==> config.mk <==
export PLATFORM = sky130hd
export DESIGN_NAME = sensor_report_trigger_unit_flat
export DESIGN_NICKNAME = d
export VERILOG_FILES = /design/src/hdl/srt_pkg.sv /design/src/hdl/srt_event_if.sv /design/src/hdl/srt_report_if.sv /design/src/hdl/srt_state.sv /design/src/hdl/sensor_report_trigger_unit.sv /design/src/flat_wrapper.sv
export SDC_FILE = /design/constraint.sdc
export NUM_CORES = 1
export LEC_CHECK = 0
export BUFFER_PORTS_ARGS = -buffer_cell sky130_fd_sc_hd__buf_2
export CORE_AREA = 3 3 181 183
export DETAILED_ROUTE_END_ITERATION = 10
export DIE_AREA = 0 0 184 186
export GPL_TIMING_DRIVEN = 0
export PLACE_DENSITY_LB_ADDON = 0.25
export SYNTH_ARGS = -nofsm -noshare
export SYNTH_HDL_FRONTEND = slang
export SYNTH_HIERARCHICAL = 1
export SYNTH_SLANG_ARGS = --single-unit
==> constraint.sdc <==
create_clock -name clk -period 11.25 [get_ports clk]
set_input_delay 0.5625 -clock clk [delete_from_list [all_inputs] [get_ports clk]]
set_output_delay 0.5625 -clock clk [all_outputs]
set_load 0.005 [all_outputs]
==> src/hdl/srt_pkg.sv <==
`timescale 1ns / 1ps

package srt_pkg;

  localparam int CFG_INDEX_W = 3;
  localparam int CFG_DATA_W  = 16;

  localparam logic [CFG_INDEX_W-1:0] REG_DELTA_TEMP      = 3'd0;
  localparam logic [CFG_INDEX_W-1:0] REG_USB_LOW_MV      = 3'd1;
  localparam logic [CFG_INDEX_W-1:0] REG_USB_HIGH_MV     = 3'd2;
  localparam logic [CFG_INDEX_W-1:0] REG_LOW_BATTERY_MV  = 3'd3;
  localparam logic [CFG_INDEX_W-1:0] REG_HEARTBEAT_TICKS = 3'd4;
  localparam logic [CFG_INDEX_W-1:0] REG_CONFIRM_COUNT   = 3'd5;

  localparam logic [11:0] DELTA_TEMP_RESET      = 12'd150;
  localparam logic [12:0] USB_LOW_MV_RESET      = 13'd3270;
  localparam logic [12:0] USB_HIGH_MV_RESET     = 13'd3340;
  localparam logic [12:0] LOW_BATTERY_MV_RESET  = 13'd3000;
  localparam logic [15:0] HEARTBEAT_TICKS_RESET = 16'd330;
  localparam logic [3:0]  CONFIRM_COUNT_RESET   = 4'd3;

  localparam logic [1:0] CMD_SAMPLE = 2'd0;
  localparam logic [1:0] CMD_KEY    = 2'd1;
  localparam logic [1:0] CMD_DONE   = 2'd2;

  localparam logic [1:0] CAUSE_RESET = 2'd0;
  localparam logic [1:0] CAUSE_TEMP  = 2'd1;
  localparam logic [1:0] CAUSE_TIMER = 2'd2;
  localparam logic [1:0] CAUSE_KEY   = 2'd3;

  localparam logic [4:0] PERIOD_USB     = 5'd2;
  localparam logic [4:0] PERIOD_BATTERY = 5'd18;
  localparam logic [4:0] PERIOD_LOW     = 5'd28;

  typedef struct packed {
    logic [11:0] delta_temp;
    logic [12:0] usb_low_mv;
    logic [12:0] usb_high_mv;
    logic [12:0] low_battery_mv;
    logic [15:0] heartbeat_ticks;
    logic [3:0]  confirm_count;
  } cfg_t;

  typedef struct packed {
    logic [1:0]  command;
    logic [12:0] vbat_mv;
    logic [14:0] temperature;
    logic        send_ok;
  } event_t;

  typedef struct packed {
    logic       report_pending;
    logic [1:0] report_cause;
    logic [4:0] sample_period_s;
    logic       battery_low;
  } report_t;

  function automatic logic [3:0] bump4(input logic [3:0] v);
    return (v == 4'hF) ? v : v + 4'd1;
  endfunction

  function automatic logic [15:0] bump16(input logic [15:0] v);
    return (v == 16'hFFFF) ? v : v + 16'd1;
  endfunction

endpackage

==> src/hdl/srt_event_if.sv <==
`timescale 1ns / 1ps

interface srt_event_if;
  logic        valid;
  logic        ready;
  logic [1:0]  command;
  logic [12:0] vbat_mv;
  logic signed [14:0] temperature;
  logic        send_ok;

  modport source(output valid, command, vbat_mv, temperature, send_ok, input ready);
  modport sink(input valid, command, vbat_mv, temperature, send_ok, output ready);
endinterface

==> src/hdl/srt_report_if.sv <==
`timescale 1ns / 1ps

interface srt_report_if;
  logic       valid;
  logic       ready;
  logic       report_pending;
  logic [1:0] report_cause;
  logic [4:0] sample_period_s;
  logic       battery_low;

  modport source(output valid, report_pending, report_cause, sample_period_s, battery_low,
                 input ready);
  modport sink(input valid, report_pending, report_cause, sample_period_s, battery_low,
               output ready);
endinterface

==> src/hdl/srt_state.sv <==
`timescale 1ns / 1ps

module srt_state (
  input  logic            clk,
  input  logic            rst,
  input  logic            step,
  input  srt_pkg::event_t item,
  input  srt_pkg::cfg_t   cfg,
  output srt_pkg::report_t result
);

  logic signed [14:0] sent_temp, sent_temp_next;
  logic signed [14:0] last_temp, last_temp_next;
  logic [3:0]  usb_count, usb_count_next;
  logic [3:0]  low_count, low_count_next;
  logic [3:0]  drift_count, drift_count_next;
  logic [15:0] hb_count, hb_count_next;
  logic        low_flag, low_flag_next;
  logic [4:0]  period, period_next;
  logic        pending, pending_next;
  logic [1:0]  cause, cause_next;

  logic signed [15:0] diff;
  logic [15:0] diff_abs;
  logic [14:0] mag;
  logic [15:0] mag_twice;
  logic        in_usb_window;

  always_comb begin
    diff      = 16'($signed(item.temperature)) - 16'(sent_temp);
    diff_abs  = diff[15] ? 16'(-diff) : 16'(diff);
    mag       = diff_abs[14:0];
    mag_twice = {mag, 1'b0};
    in_usb_window = (item.vbat_mv >= cfg.usb_low_mv) && (item.vbat_mv < cfg.usb_high_mv);
  end

  always_comb begin
    sent_temp_next   = sent_temp;
    last_temp_next   = last_temp;
    usb_count_next   = usb_count;
    low_count_next   = low_count;
    drift_count_next = drift_count;
    hb_count_next    = hb_count;
    low_flag_next    = low_flag;
    period_next      = period;
    pending_next     = pending;
    cause_next       = cause;
    case (item.command)
      srt_pkg::CMD_SAMPLE: begin
        if (in_usb_window) begin
          usb_count_next = srt_pkg::bump4(usb_count);
          if (usb_count_next >= cfg.confirm_count) begin
            period_next    = srt_pkg::PERIOD_USB;
            usb_count_next = 4'd0;
          end
          low_count_next = 4'd0;
          low_flag_next  = 1'b0;
        end else if (item.vbat_mv < cfg.low_battery_mv) begin
          low_count_next = srt_pkg::bump4(low_count);
          if (low_count_next >= cfg.confirm_count) begin
            period_next    = srt_pkg::PERIOD_LOW;
            low_flag_next  = 1'b1;
            low_count_next = 4'd0;
          end
          usb_count_next = 4'd0;
        end else if (item.vbat_mv >= cfg.usb_high_mv) begin
          usb_count_next = 4'd0;
          period_next    = srt_pkg::PERIOD_BATTERY;
          low_count_next = 4'd0;
          low_flag_next  = 1'b0;
        end

        hb_count_next = srt_pkg::bump16(hb_count);
        if (hb_count_next >= cfg.heartbeat_ticks) begin
          pending_next  = 1'b1;
          cause_next    = srt_pkg::CAUSE_TIMER;
          hb_count_next = 16'd0;
        end

        last_temp_next = $signed(item.temperature);
        if ({1'b0, mag} >= {4'd0, cfg.delta_temp}) begin
          pending_next     = 1'b1;
          cause_next       = srt_pkg::CAUSE_TEMP;
          drift_count_next = 4'd0;
        end else if (mag_twice >= {4'd0, cfg.delta_temp}) begin
          drift_count_next = srt_pkg::bump4(drift_count);
          if (drift_count_next >= cfg.confirm_count) begin
            pending_next     = 1'b1;
            cause_next       = srt_pkg::CAUSE_TEMP;
            drift_count_next = 4'd0;
          end
        end else begin
          drift_count_next = 4'd0;
        end
      end
      srt_pkg::CMD_KEY: begin
        pending_next = 1'b1;
        cause_next   = srt_pkg::CAUSE_KEY;
      end
      srt_pkg::CMD_DONE: begin
        if (item.send_ok) begin
          sent_temp_next = last_temp;
        end
        pending_next = 1'b0;
      end
      default: begin
      end
    endcase
  end

  always_comb begin
    result.report_pending  = pending_next;
    result.report_cause    = cause_next;
    result.sample_period_s = period_next;
    result.battery_low     = low_flag_next;
  end

  always_ff @(posedge clk) begin
    if (rst) begin
      sent_temp   <= '0;
      last_temp   <= '0;
      usb_count   <= '0;
      low_count   <= '0;
      drift_count <= '0;
      hb_count    <= '0;
      low_flag    <= 1'b0;
      period      <= srt_pkg::PERIOD_BATTERY;
      pending     <= 1'b1;
      cause       <= srt_pkg::CAUSE_RESET;
    end else if (step) begin
      sent_temp   <= sent_temp_next;
      last_temp   <= last_temp_next;
      usb_count   <= usb_count_next;
      low_count   <= low_count_next;
      drift_count <= drift_count_next;
      hb_count    <= hb_count_next;
      low_flag    <= low_flag_next;
      period      <= period_next;
      pending     <= pending_next;
      cause       <= cause_next;
    end
  end

  // A confirmed low supply always comes with the long wake-up period.
  assert property (@(posedge clk) disable iff (rst)
    low_flag |-> period == srt_pkg::PERIOD_LOW)
    else $error("low battery flag set without the low battery period");

  // A successful send moves the reference to the last sampled temperature.
  assert property (@(posedge clk) disable iff (rst)
    step && item.command == srt_pkg::CMD_DONE && item.send_ok |=> sent_temp == $past(last_temp))
    else $error("reference temperature not taken on a successful send");

  // Without a successful send the reference temperature stays where it is.
  assert property (@(posedge clk) disable iff (rst)
    !(step && item.command == srt_pkg::CMD_DONE && item.send_ok) |=> $stable(sent_temp))
    else $error("reference temperature moved without a successful send");

endmodule

==> src/hdl/sensor_report_trigger_unit.sv <==
`timescale 1ns / 1ps

// Report trigger for a battery-powered temperature node. Each event word
// (sample tick, key press or transmit done) yields exactly one report word that
// shows the request flag, its cause, the wake-up period and the low battery flag
// after the event. One event word is taken every clock cycle while reports are
// taken; a word passes an input register and the state update, and its report is
// loaded into the output register when that register is empty or being read,
// and a ready sink takes it. While a report waits at the output, the input
// register can take one more word and then holds off until the report is taken.
module sensor_report_trigger_unit (
  input  logic                             clk,
  input  logic                             rst,
  srt_event_if.sink                        events,
  srt_report_if.source                     reports,
  input  logic                             cfg_we,
  input  logic [srt_pkg::CFG_INDEX_W-1:0]  cfg_index,
  input  logic [srt_pkg::CFG_DATA_W-1:0]   cfg_data
);

  srt_pkg::cfg_t    cfg;
  srt_pkg::event_t  item;
  srt_pkg::report_t result;
  srt_pkg::report_t report_q;
  logic item_full;
  logic report_valid;
  logic step;
  logic accept;

  assign step   = item_full && (!report_valid || reports.ready);
  assign accept = events.valid && events.ready;
  assign events.ready = !item_full || step;

  always_ff @(posedge clk) begin
    if (rst) begin
      cfg.delta_temp      <= srt_pkg::DELTA_TEMP_RESET;
      cfg.usb_low_mv      <= srt_pkg::USB_LOW_MV_RESET;
      cfg.usb_high_mv     <= srt_pkg::USB_HIGH_MV_RESET;
      cfg.low_battery_mv  <= srt_pkg::LOW_BATTERY_MV_RESET;
      cfg.heartbeat_ticks <= srt_pkg::HEARTBEAT_TICKS_RESET;
      cfg.confirm_count   <= srt_pkg::CONFIRM_COUNT_RESET;
    end else if (cfg_we) begin
      case (cfg_index)
        srt_pkg::REG_DELTA_TEMP:      cfg.delta_temp      <= cfg_data[11:0];
        srt_pkg::REG_USB_LOW_MV:      cfg.usb_low_mv      <= cfg_data[12:0];
        srt_pkg::REG_USB_HIGH_MV:     cfg.usb_high_mv     <= cfg_data[12:0];
        srt_pkg::REG_LOW_BATTERY_MV:  cfg.low_battery_mv  <= cfg_data[12:0];
        srt_pkg::REG_HEARTBEAT_TICKS: cfg.heartbeat_ticks <= cfg_data[15:0];
        srt_pkg::REG_CONFIRM_COUNT:   cfg.confirm_count   <= cfg_data[3:0];
        default: begin
        end
      endcase
    end
  end

  always_ff @(posedge clk) begin
    if (rst) begin
      item_full <= 1'b0;
    end else if (accept) begin
      item_full <= 1'b1;
    end else if (step) begin
      item_full <= 1'b0;
    end
  end

  always_ff @(posedge clk) begin
    if (accept) begin
      item.command     <= events.command;
      item.vbat_mv     <= events.vbat_mv;
      item.temperature <= events.temperature;
      item.send_ok     <= events.send_ok;
    end
  end

  srt_state u_state (
    .clk    (clk),
    .rst    (rst),
    .step   (step),
    .item   (item),
    .cfg    (cfg),
    .result (result)
  );

  always_ff @(posedge clk) begin
    if (rst) begin
      report_valid <= 1'b0;
    end else if (step) begin
      report_valid <= 1'b1;
    end else if (reports.ready) begin
      report_valid <= 1'b0;
    end
  end

  always_ff @(posedge clk) begin
    if (step) begin
      report_q <= result;
    end
  end

  assign reports.valid           = report_valid;
  assign reports.report_pending  = report_q.report_pending;
  assign reports.report_cause    = report_q.report_cause;
  assign reports.sample_period_s = report_q.sample_period_s;
  assign reports.battery_low     = report_q.battery_low;

  // A key press always leaves a pending request with the key cause.
  assert property (@(posedge clk) disable iff (rst)
    step && item.command == srt_pkg::CMD_KEY |=>
      report_q.report_pending && report_q.report_cause == srt_pkg::CAUSE_KEY)
    else $error("key press did not raise a key report");

  // A transmit done always clears the request.
  assert property (@(posedge clk) disable iff (rst)
    step && item.command == srt_pkg::CMD_DONE |=> !report_q.report_pending)
    else $error("transmit done left a request pending");

  // A full input register that cannot advance must hold off new words.
  assert property (@(posedge clk) disable iff (rst)
    item_full && !step |-> !events.ready)
    else $error("input register would be overwritten");

endmodule

==> src/flat_wrapper.sv <==
// flat-port wrapper written by rule: the top's interface ports become plain ports
module sensor_report_trigger_unit_flat 
  (clk, rst, cfg_we, cfg_index, cfg_data, events_valid, events_command, events_vbat_mv, events_temperature, events_send_ok, events_ready, reports_valid, reports_report_pending, reports_report_cause, reports_sample_period_s, reports_battery_low, reports_ready);
  srt_event_if events_i ();
  srt_report_if reports_i ();
  input  logic clk;
  input  logic rst;
  input  logic cfg_we;
  input  logic [srt_pkg::CFG_INDEX_W-1:0] cfg_index;
  input  logic [srt_pkg::CFG_DATA_W-1:0] cfg_data;
  input wire logic [$bits(events_i.valid)-1:0] events_valid;
  input wire logic [$bits(events_i.command)-1:0] events_command;
  input wire logic [$bits(events_i.vbat_mv)-1:0] events_vbat_mv;
  input wire logic [$bits(events_i.temperature)-1:0] events_temperature;
  input wire logic [$bits(events_i.send_ok)-1:0] events_send_ok;
  output wire logic [$bits(events_i.ready)-1:0] events_ready;
  output wire logic [$bits(reports_i.valid)-1:0] reports_valid;
  output wire logic [$bits(reports_i.report_pending)-1:0] reports_report_pending;
  output wire logic [$bits(reports_i.report_cause)-1:0] reports_report_cause;
  output wire logic [$bits(reports_i.sample_period_s)-1:0] reports_sample_period_s;
  output wire logic [$bits(reports_i.battery_low)-1:0] reports_battery_low;
  input wire logic [$bits(reports_i.ready)-1:0] reports_ready;
  assign events_i.valid = events_valid;
  assign events_i.command = events_command;
  assign events_i.vbat_mv = events_vbat_mv;
  assign events_i.temperature = events_temperature;
  assign events_i.send_ok = events_send_ok;
  assign events_ready = events_i.ready;
  assign reports_valid = reports_i.valid;
  assign reports_report_pending = reports_i.report_pending;
  assign reports_report_cause = reports_i.report_cause;
  assign reports_sample_period_s = reports_i.sample_period_s;
  assign reports_battery_low = reports_i.battery_low;
  assign reports_i.ready = reports_ready;
  sensor_report_trigger_unit u_core (.clk(clk), .rst(rst), .events(events_i), .reports(reports_i), .cfg_we(cfg_we), .cfg_index(cfg_index), .cfg_data(cfg_data));
endmodule
* Word level (Yosys, flattened, before mapping) *
Cells that the tools add are included.

cells by class
  add/subtract/negate cells = 6
  $lt $le $gt $ge = 10
  equal/unequal tests = 11
  multiplexer cells = 41
  reduce and logical (&&, ||, !) cells = 21

operators with widths
  kind                     number
  $mux W4                  13
  $mux W16                 2
  $mux W5                  6
  $ge A13 B13 Y1           2
  $lt A13 B13 Y1           2
  $add A16 B1 Y16 const B  1
  $eq A16 B16 Y1 const B   1
  $ge A16 B12 Y1           1
  $ge A16 B16 Y1           1
  $sub A15 B15 Y16         1
  $ge A15 B12 Y1           1
  $mux W15                 1
  $neg A15 Y15             1
  $reduce_and A2 Y1        7
  $mux W1                  13
  $add A4 B1 Y4 const B    3
  $eq A4 B4 Y1 const B     3
  $ge A4 B4 Y1             3
  $mux W2                  4
  $eq A3 B2 Y1 const B     2
  $eq A3 B3 Y1 const B     2
  $reduce_and A3 Y1        2
  $pmux W2 S2              1
  $reduce_bool A2 Y1       2
  10 further kinds         14

storage, ports and cells
  flip-flop bits (word level) = 180
  input port bits = 55
  logic and storage cells = 115

* Logic depth before layout (Yosys ltp) *
  depth after elaboration = 8
  depth in mapped cells = 22
  depth with buffers taken out = 21

* Cells and area by module *
The synthesis kept the hierarchy.

modules (own cells, without submodules)
  module                      instances  cells each  area an instance (µm²)
  srt_state                   1          905         6,772.7
  sensor_report_trigger_unit  1          321         4,125.2

* Least setup slack after synthesis *
OpenSTA, ideal clock, no wires.

  path type = register to register
  start = register u_core/item[13] (netlist name)
  end = register u_core.report_q (netlist bit u_core/reports.report_pending) (data pin)
  setup time = 0.251 ns
  arrival = 4.028 ns
  data required time = 10.999 ns
  slack = 6.971 ns
  stages on the path, launching flop included = 20
  buffers on the path = 2
  period minus slack after synthesis = 4.279 ns
  cell sequence = edfxtp_1 -> ha_1 -> a21o_1 -> a2111oi_0 -> o21ai_0 -> o31ai_1 -> clkbuf_1 -> nand2_1 -> xnor2_1 -> ha_1 -> a211oi_1 -> o311ai_0 -> nor2_1 -> o21ai_0 -> a31oi_1 -> o21ai_0 -> a21oi_4 -> o21ai_2 -> o21a_1 -> buf_4

between the ends
  longest elaborated chain between the ends = 7

RTL lines
  what                                   line                              text
  $sub A15 B15 Y16 (*)                   srt_state.sv:30                   diff = 16'($signed(item.temperature)) - 16'(sent_temp);
  $neg A15 Y15                           srt_state.sv:31                   diff_abs = diff[15] ? 16'(-diff) : 16'(diff);
  $mux W15 (*)                           srt_state.sv:31
  $ge A16 B12 Y1                         srt_state.sv:85                   end else if (mag_twice >= {4'd0, cfg.delta_temp}) begin
  $mux W1                                srt_state.sv:85
  $mux W1 (*)                            srt_state.sv:81                   if ({1'b0, mag} >= {4'd0, cfg.delta_temp}) begin
  $pmux W1 S3 (*)                        srt_state.sv:48                   case (item.command)
  named net u_core.u_state.pending_next  srt_state.sv:20                   logic pending, pending_next;
  to (signal assigned)                   sensor_report_trigger_unit.sv:96  report_q <= result;
  to (decl)                              sensor_report_trigger_unit.sv:24  srt_pkg::report_t report_q;

Mark *: on every way through the listed nets, which the timed path passes. The rest lies on a longest branch.
A chain may end at the register's enable or synchronous reset.

* Final worst setup path *
  start = register u_core/item[13] (netlist name)
  end = register u_core.report_q (netlist bit u_core/reports.report_pending) (data pin)

between the ends
  longest elaborated chain between the ends = 7

RTL lines
  what                                   line
  $sub A15 B15 Y16 (*)                   srt_state.sv:30
  $neg A15 Y15                           srt_state.sv:31
  $mux W15 (*)                           srt_state.sv:31
  $ge A16 B12 Y1                         srt_state.sv:85
  $mux W1                                srt_state.sv:85
  $mux W1 (*)                            srt_state.sv:81
  $pmux W1 S3 (*)                        srt_state.sv:48
  named net u_core.u_state.pending_next  srt_state.sv:20

Marked as above.

==> run_results.csv <==
group,metric,value,unit
sta,fmaxAchievable,193,MHz
floorplanning,die_h,186,um
global_routing,grt_max_degree,32,
worst_setup_path,cp-start-kind,"flop",
worst_setup_path,crit_family,"compound AO/OA/AOI/OAI gates",
global_routing,antenna_found_initial,1,
sta,hold_viol,0,
logic_synthesis,synth_ff_type,"dfxtp_1",
placed_design,portBuffers,65,
sta,fin_skew,0.00763,ns
worst_setup_path,cp_num_buf_inv,2,
pwr,p_total,1.48,mW
worst_setup_path,max_stage_delay,0.50,ns
global_routing,grt_first_pass_wirelength,45000,um
cells_and_area,fin_nets,1475,
cells_and_area,n_fill_cell,3189,
floorplanning,dieArea,0.0342,mm^2
logic_synthesis,ys_seq_elements,180,
logic_synthesis,synth_cell_types,77,
logic_synthesis,syn_nets,1391,
run,drv_cap,0,
cts,post_cts_resized,0,
global_routing,grt_overflow,0,
cts,cts_max_path_buffers,2,
min_path,holdPathEnd,"u_core/item[30]",
min_path,holdPathStages,1,
global_routing,busiest_layer,"met2",
worst_setup_path,crit_fanout,10,
sta,fin_setup_tns,0,ns
cts,clk_pin_slew,0.07,ns
sta,relSlewSlack,39.0,%
worst_setup_path,crit_top_cell,"o21ai_0",
routing,viasPerCell,5.08,
cts,cts_root_buf,"clkbuf_16",
min_path,hold_class,"input pin to flop",
cts,clkLatencyLatePin,0.43,ns
cts,hold_buffers,0,
global_routing,grt_usage,16.7,%
sta,tightest_slew,0.907,ns
global_routing,use_met1,22.3,%
placed_design,dp_hpwl,21800,um
routing,drt-pass1-iter-count,5,
cts,post-cts-setup-buffers,0,
logic_synthesis,yosys.area.top_type,"dfxtp_1",
logic_synthesis,synth-edff-count,40,
pwr,total_leakage_power,5.25,nW
sta,rsz0062_at_grt,"false",
worst_setup_path,critPathArrivalTime,5.37,ns
logic_synthesis,ys_seq_area_share,36.7,%
placed_design,preCtsSetupSlack,6.12,ns
worst_setup_path,required,11.44,ns
status,status,"finished, final reports clean",
floorplanning,fp.dieW,184,um
pwr,ir_drop,103,uV
logic_synthesis,netlist_instances,1226,
floorplanning,io_pins,66,
sta,setup_viol,0,
floorplanning,coreArea,0.0314,mm^2
floorplanning,placementRows,65,
placed_design,gp_congestion,0.875,
worst_setup_path,worstReg2RegEnd,"u_core/reports.report_pending",
cts,cts_tree,"done",
cts,clock_sinks,180,
worst_setup_path,cp-end-kind,"flop",
worst_setup_path,cp.depth,19,
routing,drt_iter0_drc,556,
logic_synthesis,avgSynthCellArea,8.89,um^2
sta,worst_slack,6.06,ns
global_routing,grt_pass1_vias,8475,
floorplanning,start_util,34.7,%
global_routing,use_met3,2.66,%
logic_synthesis,ys_async_sr_fraction,0,%
worst_setup_path,crit_path_top_delay_cell,"a2111oi_0",
logic_synthesis,synthTopCellsByArea,"dfxtp_1, ha_1, edfxtp_1",
routing,vias,8762,
sta,maxSlewViolCount,0,
routing,wl_per_cell,16.3,um
routing,wl,28100,um
worst_setup_path,ff2ff_path_depth,19,
pwr,power_density,120,mW/mm^2
routing,detail_route.drc_violations,0,
worst_setup_path,regToRegSetupSlack,6.06,ns
worst_setup_path,cp_cell_sequence,"ha_1 > a21o_1 > a2111oi_0 > o21ai_0 > o31ai_1 > clkbuf_1 > nand2_1 > xnor2_1 > ha_1 > a211oi_1 > o311ai_0 > nor2_1 > o21ai_0 > a31oi_1 > o21ai_0 > a21oi_4 > o21ai_2 > o21a_1 > buf_4",
routing,ant_nets,0,
cts,htreeDepth,4,
global_routing,grt_use_met2,28.3,%
sta,hold_ws,0.305,ns
worst_setup_path,r2r-start,"u_core/item[13]",
logic_synthesis,synth.cell_area,0.0109,mm^2
sta,period_share,46.1,%
cells_and_area,diodes,0,
cells_and_area,mostFrequentLayoutCells,"dfxtp_1, nand2_1, ha_1, inv_1, nor2_1",
logic_synthesis,yosys_warnings,6,
worst_setup_path,path_class,"flop to flop",
logic_synthesis,synth_top_area_share,25.7,%
cells_and_area,drive_gt1_share,10.1,%
cts,numCtsBuffers,17,
cells_and_area,layout_commonest_cell,"dfxtp_1",
min_path,hp-start,"events_command[1]",
cells_and_area,syn2layout_area_growth,12.7,%
sta,fin_crit,5.19,ns
[cells in the mapped netlist (4+ instances only)]
master       n
o211ai_1     6
nor4_1       5
mux2i_1     74
edfxtp_1    40
and3_1       9
nand2_1    109
buf_2       12
nand3b_1     4
nand3_1     37
nor3_1      13
nand4_1     15
ha_1       109
o21a_1      17
buf_4        4
nor2b_1     12
xnor2_1     21
o21ai_0     28
a2111oi_0    4
xor2_1      10
o21ai_1      4
a21oi_1     85
clkbuf_1    31
and2_1       7
inv_1      104
a21o_1      34
a22o_1       4
or3_1        7
o31a_1       4
o31ai_1      7
a211oi_1     7
nand2b_1    75
nor2_1     102
a31oi_1      7
a22oi_1      5
dfxtp_1    140
mux2_2       5
[metal layers]
layer | wire, um | vias up
met5 | 0 | -
met4 | 340 | 0
met3 | 764 | 13
met2 | 13600 | 107
met1 | 13400 | 4167
li1 | - | 4475
[state kept, by name, indices dropped and copies added, names as in the netlist]
signal / cells
u_core/u_state/low_flag: 1
u_core/u_state/period: 5
u_core/u_state/sent_temp: 15
u_core/reports.sample_period_s: 5
u_core/reports.valid: 1
u_core/u_state/low_count: 4
u_core/cfg: 71
u_core/u_state/cause: 2
u_core/item: 31
u_core/u_state/usb_count: 4
u_core/reports.battery_low: 1
u_core/reports.report_pending: 1
u_core/u_state/last_temp: 15
u_core/reports.report_cause: 2
u_core/u_state/drift_count: 4
u_core/item_full: 1
u_core/u_state/pending: 1
u_core/u_state/hb_count: 16
[worst max-delay path by stage]
stage,startpoint,end
2_1_floorplan,u_core/item[13],u_core/reports.report_pending
3_3_place_gp,u_core/item[13],u_core/reports.report_pending
5_1_grt,u_core/item[13],u_core/reports.report_pending
6_report,u_core/item[13],u_core/reports.report_pending
3_5_place_dp,u_core/item[13],u_core/reports.report_pending
4_1_cts,u_core/item[13],u_core/reports.report_pending
[stage by stage]
stage / util, % / std cells / cell area (um^2)
3_3_place_gp: 37.4 / 1693 / 11700
4_1_cts: 39.1 / 1724 / 12300
5_1_grt: 39.1 / 1724 / 12300
2_1_floorplan: - / 1226 / 10900
6_report: 39.1 / 1724 / 12300
3_5_place_dp: 37.4 / 1693 / 11700
[power breakdown]
group	leakage [nW]	internal, mW	switching [mW]
registers	1.51	0.678	0.0114
logic	3.47	0.0844	0.127
clock network	0.265	0.322	0.254
total	5.25	1.08	0.393
[area by class of cell]
cell class | count | area (um^2) | area share, %
Buffer | 50 | 225 | 1.83
Clock buffer | 22 | 475 | 3.87
Clock inverter | 9 | 78.8 | 0.642
Inverter | 104 | 390 | 3.18
Multi-Input combinational cell | 892 | 6280 | 51.1
Sequential cell | 180 | 4000 | 32.6
Tap cell | 402 | 503 | 4.10
Timing Repair Buffer | 65 | 325 | 2.65
[logic make-up (layout without fill, tap and decap cells)]
| logic type | count (synthesis) | after routing | share of synthesized area (%) |
|---|---|---|---|
| simple gates | 418 | 418 | 19.2 |
| compound gates | 253 | 253 | 15.8 |
| flops | 180 | 180 | 36.7 |
| buf+inv | 154 | 250 | 5.65 |
| fa+ha+maj | 110 | 110 | 12.7 |
| mux | 80 | 80 | 7.42 |
| xor+xnor | 31 | 31 | 2.49 |
No activity file was read; power rests on OpenSTA's default activity.
